### src/design/pfa_pkg.sv
`default_nettype none
package pfa_pkg;

  localparam int MAX_PARTITIONS = 16;
  localparam int SIZE_BITS      = 16;
  localparam int IDX_BITS       = $clog2(MAX_PARTITIONS);
  localparam int CNT_BITS       = $clog2(MAX_PARTITIONS + 1);
  localparam int ID_BITS        = 16;
  localparam int RAM_WIDTH      = ID_BITS + SIZE_BITS;

  localparam logic CMD_LOAD  = 1'b0;
  localparam logic CMD_ALLOC = 1'b1;

  localparam logic [1:0] MODE_FIRST = 2'd0;
  localparam logic [1:0] MODE_NEXT  = 2'd1;
  localparam logic [1:0] MODE_BEST  = 2'd2;
  localparam logic [1:0] MODE_WORST = 2'd3;

  localparam logic [1:0] REG_FIT_MODE     = 2'd0;
  localparam logic [1:0] REG_MIN_LEFTOVER = 2'd1;
  localparam logic [1:0] REG_PART_COUNT   = 2'd2;

  typedef enum logic [1:0] {
    ST_IDLE,
    ST_SCAN,
    ST_WRITE
  } state_t;

  typedef struct packed {
    logic        command;
    logic [3:0]  entry_index;
    logic [15:0] entry_id;
    logic [15:0] entry_capacity;
    logic [15:0] request_size;
  } item_t;

  typedef struct packed {
    logic        granted;
    logic [3:0]  chosen_index;
    logic [15:0] chosen_id;
    logic [15:0] remaining_after;
  } result_t;

  typedef struct packed {
    logic [1:0]  fit_mode;
    logic [15:0] min_leftover;
    logic [4:0]  partition_count;
  } cfg_t;

endpackage
`default_nettype wire

### src/design/pfa_ram.sv
`default_nettype none
module pfa_ram #(
  parameter int WIDTH = 32,
  parameter int DEPTH = 16
) (
  input  wire logic                     clk,
  input  wire logic                     we,
  input  wire logic [$clog2(DEPTH)-1:0] waddr,
  input  wire logic [WIDTH-1:0]         wdata,
  input  wire logic [$clog2(DEPTH)-1:0] raddr,
  output logic      [WIDTH-1:0]         rdata
);

  logic [WIDTH-1:0] mem [DEPTH];

  always_ff @(posedge clk) begin
    if (we) begin
      mem[waddr] <= wdata;
    end
  end

  always_ff @(posedge clk) begin
    rdata <= mem[raddr];
  end

endmodule
`default_nettype wire

### src/design/pfa_scan.sv
`default_nettype none
module pfa_scan (
  input  wire logic            clk,
  input  wire logic            rst,
  input  wire logic            in_valid,
  output logic                 in_ready,
  input  wire pfa_pkg::item_t  in_item,
  input  wire pfa_pkg::cfg_t   cfg,
  output logic                 res_valid,
  input  wire logic            res_ready,
  output pfa_pkg::result_t     res
);
  import pfa_pkg::*;

  state_t                state, state_next;
  logic [CNT_BITS-1:0]   cnt, cnt_next;
  logic                  rvalid, rvalid_next;
  logic [IDX_BITS-1:0]   raddr_q;
  logic                  found, found_next;
  logic [IDX_BITS-1:0]   pick, pick_next;
  logic [SIZE_BITS-1:0]  best_free, best_free_next;
  logic [ID_BITS-1:0]    best_id, best_id_next;
  logic [IDX_BITS-1:0]   ptr, ptr_next;
  logic [SIZE_BITS-1:0]  req, req_next;

  logic [CNT_BITS-1:0]   n;
  logic [CNT_BITS-1:0]   start;
  logic [CNT_BITS:0]     addr_sum;
  logic [IDX_BITS-1:0]   raddr;
  logic                  we;
  logic [IDX_BITS-1:0]   waddr;
  logic [RAM_WIDTH-1:0]  wdata;
  logic [RAM_WIDTH-1:0]  rdata;
  logic [SIZE_BITS-1:0]  rd_free;
  logic [ID_BITS-1:0]    rd_id;
  logic                  take;
  logic [SIZE_BITS-1:0]  diff;
  logic [SIZE_BITS-1:0]  rem;
  logic [CNT_BITS:0]     np;

  pfa_ram #(
    .WIDTH(RAM_WIDTH),
    .DEPTH(MAX_PARTITIONS)
  ) u_ram (
    .clk  (clk),
    .we   (we),
    .waddr(waddr),
    .wdata(wdata),
    .raddr(raddr),
    .rdata(rdata)
  );

  assign rd_free = rdata[SIZE_BITS-1:0];
  assign rd_id   = rdata[RAM_WIDTH-1:SIZE_BITS];

  always_comb begin
    if (32'(cfg.partition_count) > MAX_PARTITIONS) begin
      n = CNT_BITS'(MAX_PARTITIONS);
    end else begin
      n = CNT_BITS'(cfg.partition_count);
    end
    if (cfg.fit_mode == MODE_NEXT && CNT_BITS'(ptr) < n) begin
      start = CNT_BITS'(ptr);
    end else begin
      start = '0;
    end
    addr_sum = (CNT_BITS + 1)'(start) + (CNT_BITS + 1)'(cnt);
    if (addr_sum >= (CNT_BITS + 1)'(n)) begin
      addr_sum = addr_sum - (CNT_BITS + 1)'(n);
    end
    raddr = IDX_BITS'(addr_sum);
  end

  // remainder after the grant, cleared at or below the leftover threshold
  always_comb begin
    diff = best_free - req;
    if (32'(diff) <= 32'(cfg.min_leftover)) begin
      rem = '0;
    end else begin
      rem = diff;
    end
    np = (CNT_BITS + 1)'(pick) + 1'b1;
    if (np >= (CNT_BITS + 1)'(n)) begin
      np = '0;
    end
  end

  always_comb begin
    take = 1'b0;
    if (rvalid && req <= rd_free) begin
      if (!found) begin
        take = 1'b1;
      end else if (cfg.fit_mode == MODE_BEST && rd_free < best_free) begin
        take = 1'b1;
      end else if (cfg.fit_mode == MODE_WORST && rd_free > best_free) begin
        take = 1'b1;
      end
    end
  end

  always_ff @(posedge clk) begin
    if (rst) begin
      state  <= ST_IDLE;
      rvalid <= 1'b0;
      ptr    <= '0;
      cnt    <= '0;
      found  <= 1'b0;
    end else begin
      state  <= state_next;
      rvalid <= rvalid_next;
      ptr    <= ptr_next;
      cnt    <= cnt_next;
      found  <= found_next;
    end
  end

  always_ff @(posedge clk) begin
    raddr_q   <= raddr;
    pick      <= pick_next;
    best_free <= best_free_next;
    best_id   <= best_id_next;
    req       <= req_next;
  end

  always_comb begin
    state_next     = state;
    cnt_next       = cnt;
    rvalid_next    = 1'b0;
    found_next     = found;
    pick_next      = pick;
    best_free_next = best_free;
    best_id_next   = best_id;
    ptr_next       = ptr;
    req_next       = req;
    in_ready       = 1'b0;
    res_valid      = 1'b0;
    we             = 1'b0;
    waddr          = IDX_BITS'(in_item.entry_index);
    wdata          = {ID_BITS'(in_item.entry_id), SIZE_BITS'(in_item.entry_capacity)};
    res            = '0;

    case (state)
      ST_IDLE: begin
        in_ready = 1'b1;
        if (in_valid) begin
          if (in_item.command == CMD_LOAD) begin
            if (32'(in_item.entry_index) < MAX_PARTITIONS) begin
              we       = 1'b1;
              ptr_next = '0;
            end
          end else begin
            req_next   = SIZE_BITS'(in_item.request_size);
            found_next = 1'b0;
            cnt_next   = '0;
            state_next = ST_SCAN;
          end
        end
      end
      ST_SCAN: begin
        if (cnt < n) begin
          cnt_next    = cnt + 1'b1;
          rvalid_next = 1'b1;
        end else begin
          state_next = ST_WRITE;
        end
        if (take) begin
          found_next     = 1'b1;
          pick_next      = raddr_q;
          best_free_next = rd_free;
          best_id_next   = rd_id;
        end
      end
      ST_WRITE: begin
        res_valid = 1'b1;
        if (found) begin
          res.granted         = 1'b1;
          res.chosen_index    = 4'(pick);
          res.chosen_id       = 16'(best_id);
          res.remaining_after = 16'(rem);
        end
        waddr = pick;
        wdata = {best_id, rem};
        if (res_ready) begin
          state_next = ST_IDLE;
          if (found) begin
            we = 1'b1;
            if (cfg.fit_mode == MODE_NEXT) begin
              ptr_next = IDX_BITS'(np);
            end
          end
        end
      end
      default: begin
        state_next = ST_IDLE;
      end
    endcase
  end

endmodule
`default_nettype wire

### src/design/partition_fit_allocator.sv
// allocate: the result passes from the scan state through the write state to the output register
// the scan reads one table entry per cycle from the partition memory, n = active partition count,
// and the input stays closed until the write state hands the result on to the output register
// a load writes one table entry and gives no result
// rst (synchronous): fit mode first fit, leftover threshold 0, count 16, pointer 0;
// table contents stay undefined until loaded
`default_nettype none
module partition_fit_allocator (
  input  wire logic        clk,
  input  wire logic        rst,
  input  wire logic        s_axis_tvalid,
  output logic             s_axis_tready,
  // entry_index, entry_id, entry_capacity, request_size, zero pad
  input  wire logic [55:0] s_axis_tdata,
  // command
  input  wire logic        s_axis_tuser,
  output logic             m_axis_tvalid,
  input  wire logic        m_axis_tready,
  // chosen_index, chosen_id, remaining_after, zero pad
  output logic      [39:0] m_axis_tdata,
  // granted
  output logic             m_axis_tuser,
  input  wire logic        cfg_valid,
  output logic             cfg_ready,
  input  wire logic [1:0]  cfg_index,
  input  wire logic [15:0] cfg_data
);
  import pfa_pkg::*;

  cfg_t    cfg;
  item_t   item;
  result_t res;
  result_t out_res;
  logic    out_valid;
  logic    res_valid;
  logic    res_ready;

  assign cfg_ready = 1'b1;

  always_ff @(posedge clk) begin
    if (rst) begin
      cfg.fit_mode        <= MODE_FIRST;
      cfg.min_leftover    <= '0;
      cfg.partition_count <= 5'(MAX_PARTITIONS);
    end else if (cfg_valid) begin
      case (cfg_index)
        REG_FIT_MODE:     cfg.fit_mode        <= cfg_data[1:0];
        REG_MIN_LEFTOVER: cfg.min_leftover    <= cfg_data;
        REG_PART_COUNT:   cfg.partition_count <= cfg_data[4:0];
        default: begin
        end
      endcase
    end
  end

  assign item.command        = s_axis_tuser;
  assign item.entry_index    = s_axis_tdata[3:0];
  assign item.entry_id       = s_axis_tdata[19:4];
  assign item.entry_capacity = s_axis_tdata[35:20];
  assign item.request_size   = s_axis_tdata[51:36];

  pfa_scan u_scan (
    .clk      (clk),
    .rst      (rst),
    .in_valid (s_axis_tvalid),
    .in_ready (s_axis_tready),
    .in_item  (item),
    .cfg      (cfg),
    .res_valid(res_valid),
    .res_ready(res_ready),
    .res      (res)
  );

  // output register, refilled on the cycle it drains
  assign res_ready = !out_valid || m_axis_tready;

  always_ff @(posedge clk) begin
    if (rst) begin
      out_valid <= 1'b0;
    end else if (res_ready) begin
      out_valid <= res_valid;
    end
  end

  always_ff @(posedge clk) begin
    if (res_ready && res_valid) begin
      out_res <= res;
    end
  end

  assign m_axis_tvalid = out_valid;
  assign m_axis_tuser  = out_res.granted;
  assign m_axis_tdata  = {4'b0, out_res.remaining_after, out_res.chosen_id,
                          out_res.chosen_index};

endmodule
`default_nettype wire

### config.mk
export PLATFORM = sky130hd
export DESIGN_NAME = partition_fit_allocator
export DESIGN_NICKNAME = d
export VERILOG_FILES = /design/src/design/pfa_pkg.sv /design/src/design/pfa_ram.sv /design/src/design/pfa_scan.sv /design/src/design/partition_fit_allocator.sv
export SDC_FILE = /design/constraint.sdc
export NUM_CORES = 1
export LEC_CHECK = 0
export ABC_AREA = 0
export BUFFER_PORTS_ARGS = -buffer_cell sky130_fd_sc_hd__buf_2
export CAP_MARGIN = 40
export CORE_MARGIN = 2
export CORE_UTILIZATION = 54
export DETAILED_ROUTE_END_ITERATION = 16
export PLACE_DENSITY = 0.83
export SLEW_MARGIN = 10
export SYNTH_ARGS = -nofsm -noshare
export SYNTH_HDL_FRONTEND = slang
export SYNTH_SLANG_ARGS = --single-unit
### constraint.sdc
create_clock -name clk -period 9.2 [get_ports clk]
set_clock_uncertainty 0.05 [all_clocks]
set_input_delay 1.38 -clock clk [delete_from_list [all_inputs] [get_ports clk]]
set_output_delay 1.38 -clock clk [all_outputs]
set_load 0.005 [all_outputs]
# Yosys cells after proc, flatten, opt, wreduce, memory -nomap -nowiden
# Memory sizes are Yosys's and may differ from the RTL's. A register that Yosys moved wholly into a read port is not among the register bits.
# Cells that the tools add are included.
# Widths: inputs -> output; s select.
totals:
  mem_bits_rw: 512
  out_inout_bits: 44
  in_bits: 80
  mem_count: 1
  register_bits: 130
op_classes:
  addsub: 5
  n_reduce_logical: 22
  mux: 41
  n_bitwise: 1
  magnitude_cmp: 9
  eq_ne: 16
mem_list:
  columns: ["memory", "words", "word_bits", "rd", "rd_ports_with_merged_regs", "wr", "line_no", "source"]
  rows:
  - ["u_scan.u_ram.mem", 16, 32, 1, 1, 1, "pfa_ram.sv:14", "logic [WIDTH-1:0] mem [DEPTH];"]
ops:
  columns: ["cell", "n"]
  rows:
  - ["$mux 37", 1]
  - ["$mux 4", 9]
  - ["$le 16x16->1", 2]
  - ["$mux 32", 1]
  - ["$mux 5", 4]
  - ["$gt 16x16->1", 1]
  - ["$lt 16x16->1", 1]
  - ["$mux 1", 16]
  - ["$mux 16", 1]
  - ["$sub 16x16->16", 1]
  - ["$reduce_and 4->1", 3]
  - ["$ne 2x2->1 const B", 5]
  - ["$pmux 5 s2", 1]
  - ["$reduce_and 2->1", 5]
  - ["$eq 2x2->1 const B", 4]
  - ["$mux 2", 4]
  - ["$ne 2x1->1 const B", 4]
  - ["$pmux 4 s2", 1]
  - ["$add 4x5->6", 1]
  - ["$eq 2x1->1 const B", 3]
  - ["$ge 6x5->1", 1]
  - ["$pmux 2 s3", 1]
  - ["$reduce_and 6->1", 1]
  - ["$add 4x1->5 const B", 1]
  - ["other kinds (15)", 22]

# Longest topological paths before layout
logic_depth:
  ltp_word: 8
  ltp_mapped: 27
  depth_no_buf: 24

# Modules after synthesis
# Synthesis repeated with hierarchy kept, for this count alone.
hier_totals:
  hier_cells: 1610
  hier_area_um2: 27682.8
modules_own_cells:
  columns: ["module", "cells_per_inst", "area_each_um2", "seq_area_each_um2", "n_inst"]
  rows:
  - ["pfa_ram", 838, 19835.3, 16015.4, 1]
  - ["pfa_scan", 628, 5651.7, 1901.8, 1]
  - ["partition_fit_allocator", 144, 2195.9, 1591.5, 1]

# Least setup slack after synthesis
# No wires, ideal clock.
synth_timing:
  path_type: "flip-flop to flip-flop"
  startpoint: "register, netlist name cfg[4]"
  endpoint: "register u_scan.u_ram.rdata[17], read port of u_scan.u_ram.mem"
  setup_time_ns: 0.138
  synth_period_minus_slack_ns: 4.766
  arrival_ns: 4.578
  setup_slack_ns: 4.434
  path_stages_with_launch: 26
  cell_sequence: "dfxtp_1 inv_1 nand2_1 ha_1 a21boi_0 o21ai_0 nand2b_1 a21oi_1 o21ai_0 inv_1 and2_1 ha_1 a21o_1 a211oi_1 nor2_1 ha_1 a21oi_1 o21ai_1 a221oi_4 mux2_2 inv_2 buf_2 buf_1 nand2_1 a32oi_1 o221ai_1"
synth_between:
  elab_chain_len: 8
  elab_cells_between_ends: 9
  classes_between: "add/sub (2); order compare (3); mux (3); reduce/logical (1)"
synth_lines:
  columns: ["element", "line_no", "source"]
  rows:
  - ["$gt 5x5->1", "pfa_scan.sv:57", "if (32'(cfg.partition_count) > MAX_PARTITIONS) begin"]
  - ["$mux 5 (*)", "pfa_scan.sv:57", null]
  - ["$lt 4x5->1", "pfa_scan.sv:62", "if (cfg.fit_mode == MODE_NEXT && CNT_BITS'(ptr) < n) begin"]
  - ["$logic_and 1x1->1", "pfa_scan.sv:62", null]
  - ["$mux 4", "pfa_scan.sv:62", null]
  - ["$add 4x5->6", "pfa_scan.sv:67", "addr_sum = (CNT_BITS + 1)'(start) + (CNT_BITS + 1)'(cnt);"]
  - ["$ge 6x5->1 / $sub 4x4->4 (equally long branches)", "pfa_scan.sv:68, pfa_scan.sv:69", null]
  - ["$mux 4 (*)", "pfa_scan.sv:68", "if (addr_sum >= (CNT_BITS + 1)'(n)) begin"]
  - ["end, declared", "pfa_ram.sv:11", "output logic [WIDTH-1:0] rdata"]
# Every way passes the cells marked *; elsewhere a longest branch is shown, timed or not.
# A chain may end at the register's enable or synchronous reset.

# Worst setup path after layout
layout_timing:
  startpoint: "register, netlist name cfg[4]"
  endpoint: "register u_scan.u_ram.rdata[0], read port of u_scan.u_ram.mem"
layout_between:
  elab_chain_len: 8
  elab_cells_between_ends: 9
  classes_between: "add/sub (2); order compare (3); mux (3); reduce/logical (1)"
layout_lines:
  columns: ["element", "line_no"]
  rows:
  - ["$gt 5x5->1", "pfa_scan.sv:57"]
  - ["$mux 5 (*)", "pfa_scan.sv:57"]
  - ["$lt 4x5->1", "pfa_scan.sv:62"]
  - ["$logic_and 1x1->1", "pfa_scan.sv:62"]
  - ["$mux 4", "pfa_scan.sv:62"]
  - ["$add 4x5->6", "pfa_scan.sv:67"]
  - ["$ge 6x5->1 / $sub 4x4->4 (equally long branches)", "pfa_scan.sv:68, pfa_scan.sv:69"]
  - ["$mux 4 (*)", "pfa_scan.sv:68"]
# Marks and branches as above.

==> reports/qor.tcl <==
set qor(status) {completed}
set qor(synth.avg_cell_area_sq_um) 14.6
set qor(floorplan.initialDensity) 0.544
set qor(count_of_max_cap_constraint_violations) 0
set qor(p_int_uw) 5140
set qor(synth_cell_types) 63
set qor(via_count) 16934
set qor(power_frac_seq) 0.521
set qor(worstPathCellList) {inv_1 > nand2_1 > ha_1 > a21boi_0 > o21ai_0 > nand2b_1 > a21oi_1 > o21ai_0 > nor2_1 > ha_1 > inv_1 > fa_1 > inv_1 > ha_1 > a21boi_0 > o21ai_1 > a221oi_4 > mux2_8 > buf_4 > mux2i_1 > nand2_1 > a32oi_1 > o221ai_1}
set qor(synth.top_cells.by_area) {sky130_fd_sc_hd__edfxtp_1 (63%), sky130_fd_sc_hd__mux2i_1 (8.1%), sky130_fd_sc_hd__dfxtp_1 (5.1%)}
set qor(start_kind) {flip-flop}
set qor(ys_seq_elements) 674
set qor(cts_resized) 0
set qor(cp_top_family) {compound AO/OA/AOI/OAI gates}
set qor(setup-violations-final) 0
set qor(io_pins) 124
set qor(yosysWarnings) 0
set qor(first_pass_grt_wire_length_um) 96100
set qor(post_route_cells_drive_above_1_share) 0.143
set qor(crit_start) {cfg[4]}
set qor(critPathRequiredTime_ps) 9550
set qor(die_width_um) 234
set qor(synthArstFlopShare) 0
set qor(end_kind) {flip-flop}
set qor(timing.hold.worst.start) {u_scan.u_ram.rdata[21]}
set qor(syn_inst) 1954
set qor(final_core_utilization) 0.611
set qor(drtIter0Drc) 1883
set qor(critical_path_arrival_ps) 6950
set qor(design.final.nets) 2248
set qor(postCtsHoldBufs) 0
set qor(fin_hold_ws_ps) 349
set qor(initial_antenna_violation_count) 1
set qor(fin_setup_tns_ps) 0
set qor(synth_area_leader_cell) {sky130_fd_sc_hd__edfxtp_1}
set qor(detail_route.wirelength_um) 64000
set qor(critPathBufInv) 4
set qor(number_of_post_cts_setup_repair_buffers) 0
set qor(grt_util_all_layers) 0.235
set qor(design.core.area_sq_um) 52400
set qor(cts_tree) {yes}
set qor(tritoncts.num_buffers) 66
set qor(final.min_clock_period_ps) 6600
set qor(routedWlPerCell_um) 22.7
set qor(synth_seq_area_share) 0.683
set qor(grt_pass1_vias) 16804
set qor(global_route.overflow_total) 0
set qor(syn2layout_area_growth_pct) 12.2
set qor(max_freq_mhz) 152
set qor(final_min_period_over_clock_period) 0.717
set qor(grt_start_max_net_pins) 126
set qor(final_antenna_net_count) 0
set qor(numPortBuffers) 114
set qor(comb_power_share) 0.081
set qor(drv_slew) 0
set qor(grt_setup_unrepaired) {false}
set qor(net-switching-power_uw) 1460
set qor(leakagePower_uw) 0.0124
set qor(ir_worst_vdd_v) 0.000202
set qor(routabilityCongestion) 0.850
set qor(slew_headroom) 0.398
set qor(switching_power_as_a_share_of_total_power) 0.221
set qor(clock_power_share) 0.398
set qor(detail_route.drc_violations) 0
set qor(cts_max_path_buffers) 3
set qor(netlist_area_sq_um) 28500
set qor(hold_viol) 0
set qor(powerDensity_nw_per_um2) 206
set qor(firstDrtPassIters) 6
set qor(clk_latency_ps) 590
set qor(std_cell_rows) 84
set qor(clk_pin_slew_ps) 60
set qor(clock_sink_count) 674
set qor(fillerInstances) 3653
set qor(ctsHtreeMaxLevel) 3
set qor(crit-reg2reg-launch) {cfg[4]}
set qor(cpMaxStageDelayCell) {sky130_fd_sc_hd__buf_4}
set qor(worst_hold_path_type) {flip-flop to flip-flop}
set qor(hpwl_um) 36000
set qor(die_h_um) 234
set qor(max_slew.worst_pin.slew_ps) 903
set qor(die_area_sq_um) 54700
set qor(synthFlopType) {sky130_fd_sc_hd__edfxtp_1}
set qor(yosys.area.top_type_share) 0.632
set qor(worst-path-max-fanout) 84
set qor(critPathKind) {flip-flop to flip-flop}
set qor(worst_path_largest_cell_delay_ps) 770
set qor(cts_root_buf) {sky130_fd_sc_hd__clkbuf_16}
set qor(synth_enable_flop_cells) 601
set qor(avgViaCountPerCell) 6.01
set qor(total_power_uw) 6600
==> metal layers <==
metal  wire, um  share of wire  track usage
met4       1850          0.029       0.0839
met3       5520          0.086       0.0377
met2      30400           0.48        0.385
met5          0              0            0
met1      26200           0.41        0.320
==> cell usage after synthesis, types with 4 or more instances <==
master	count
sky130_fd_sc_hd__nand2b_1	9
sky130_fd_sc_hd__nor3_1	12
sky130_fd_sc_hd__buf_4	13
sky130_fd_sc_hd__o221ai_1	32
sky130_fd_sc_hd__mux2_2	28
sky130_fd_sc_hd__a22oi_1	4
sky130_fd_sc_hd__edfxtp_1	601
sky130_fd_sc_hd__mux2i_1	232
sky130_fd_sc_hd__buf_1	11
sky130_fd_sc_hd__nand3_1	15
sky130_fd_sc_hd__buf_6	18
sky130_fd_sc_hd__a32oi_1	32
sky130_fd_sc_hd__xnor2_1	19
sky130_fd_sc_hd__a22o_1	14
sky130_fd_sc_hd__mux2_1	37
sky130_fd_sc_hd__nor2b_1	14
sky130_fd_sc_hd__xor2_1	4
sky130_fd_sc_hd__clkbuf_1	44
sky130_fd_sc_hd__and2_1	13
sky130_fd_sc_hd__o21a_1	7
sky130_fd_sc_hd__o21ai_0	22
sky130_fd_sc_hd__nand2_1	169
sky130_fd_sc_hd__buf_2	7
sky130_fd_sc_hd__a31oi_1	5
sky130_fd_sc_hd__inv_1	87
sky130_fd_sc_hd__dfxtp_1	73
sky130_fd_sc_hd__ha_1	86
sky130_fd_sc_hd__a21o_1	27
sky130_fd_sc_hd__a21oi_1	115
sky130_fd_sc_hd__nor2_1	105
sky130_fd_sc_hd__nand3b_1	5
sky130_fd_sc_hd__nand4_1	9
sky130_fd_sc_hd__a21boi_0	4
sky130_fd_sc_hd__and3_1	37
==> layout make-up <==
class | count | area [sq um] | share of cell area
Tap cell | 688 | 861 | 0.0269
Inverter | 88 | 335 | 0.0105
Clock inverter | 24 | 245 | 0.00766
Timing Repair Buffer | 148 | 946 | 0.0295
Clock buffer | 94 | 1860 | 0.0580
Antenna cell | 2 | 5.00 | 0.000156
Sequential cell | 674 | 19500 | 0.609
Multi-Input combinational cell | 1101 | 8260 | 0.258
==> cell usage in the layout (no fill, tap or decap), types with 14 or more instances in the layout <==
cell / count
sky130_fd_sc_hd__a21o_1: 27
sky130_fd_sc_hd__a21oi_1: 115
sky130_fd_sc_hd__a22o_1: 14
sky130_fd_sc_hd__a32oi_1: 32
sky130_fd_sc_hd__and3_1: 34
sky130_fd_sc_hd__buf_2: 114
sky130_fd_sc_hd__buf_4: 25
sky130_fd_sc_hd__clkbuf_1: 18
sky130_fd_sc_hd__clkbuf_16: 66
sky130_fd_sc_hd__dfxtp_1: 73
sky130_fd_sc_hd__edfxtp_1: 601
sky130_fd_sc_hd__ha_1: 86
sky130_fd_sc_hd__inv_1: 87
sky130_fd_sc_hd__mux2_1: 37
sky130_fd_sc_hd__mux2_2: 28
sky130_fd_sc_hd__mux2i_1: 232
sky130_fd_sc_hd__nand2_1: 168
sky130_fd_sc_hd__nand3_1: 15
sky130_fd_sc_hd__nor2_1: 102
sky130_fd_sc_hd__o21ai_0: 22
sky130_fd_sc_hd__o221ai_1: 32
sky130_fd_sc_hd__xnor2_1: 19
==> path summary, 6_finish.rpt <==
check | end | slack (ps) | depth (start not counted)
setup reg to reg | u_scan.u_ram.rdata[0] | 2600 | 23
hold / removal | u_scan.best_id[5] | 350 | 0
hold reg to reg | u_scan.best_id[5] | 350 | 0
setup / recovery | u_scan.u_ram.rdata[0] | 2600 | 23
==> power groups by stage <==
stage | clock network, uW | registers, uW | logic, uW
floorplan | 0 | 3490 | 408
global placement | 0 | 3500 | 499
detailed placement | 0 | 3500 | 526
CTS | 2650 | 3440 | 533
global route | 2780 | 3440 | 585
finish | 2630 | 3440 | 537
==> cell families (layout without fill, tap and decap cells) <==
group,count (synthesis),count (layout),share of synthesized area
xor+xnor,23,23,0.00706
other cells,2,7,0.000263
fa+ha+maj,89,89,0.0398
compound gates,284,284,0.0669
flops,674,674,0.683
buf+inv,182,354,0.0312
simple gates,402,402,0.0639
mux,298,298,0.108
==> sequential cells by signal, indices dropped and copies added, names as in the netlist <==
signal,cells
u_scan.state,2
m_axis_tvalid,1
u_scan.raddr_q,4
u_scan.ptr,4
u_scan.best_id,16
u_scan.u_ram.mem,512
u_scan.cnt,5
m_axis_tuser,1
u_scan.best_free,16
cfg,23
m_axis_tdata,36
u_scan.found,1
u_scan.rvalid,1
u_scan.u_ram.rdata,32
u_scan.pick,4
u_scan.req,16
==> stage by stage <==
step           area [sq um]  instances  setup slack (ps)
2_1_floorplan         28600       1957              4430
3_3_place_gp          29700       2691              2880
3_5_place_dp          29900       2699              2780
4_1_cts               32000       2817              2720
5_1_grt               32000       2818              2160
6_report              32000       2819              2600
No activity file was read; power rests on OpenSTA's default activity.
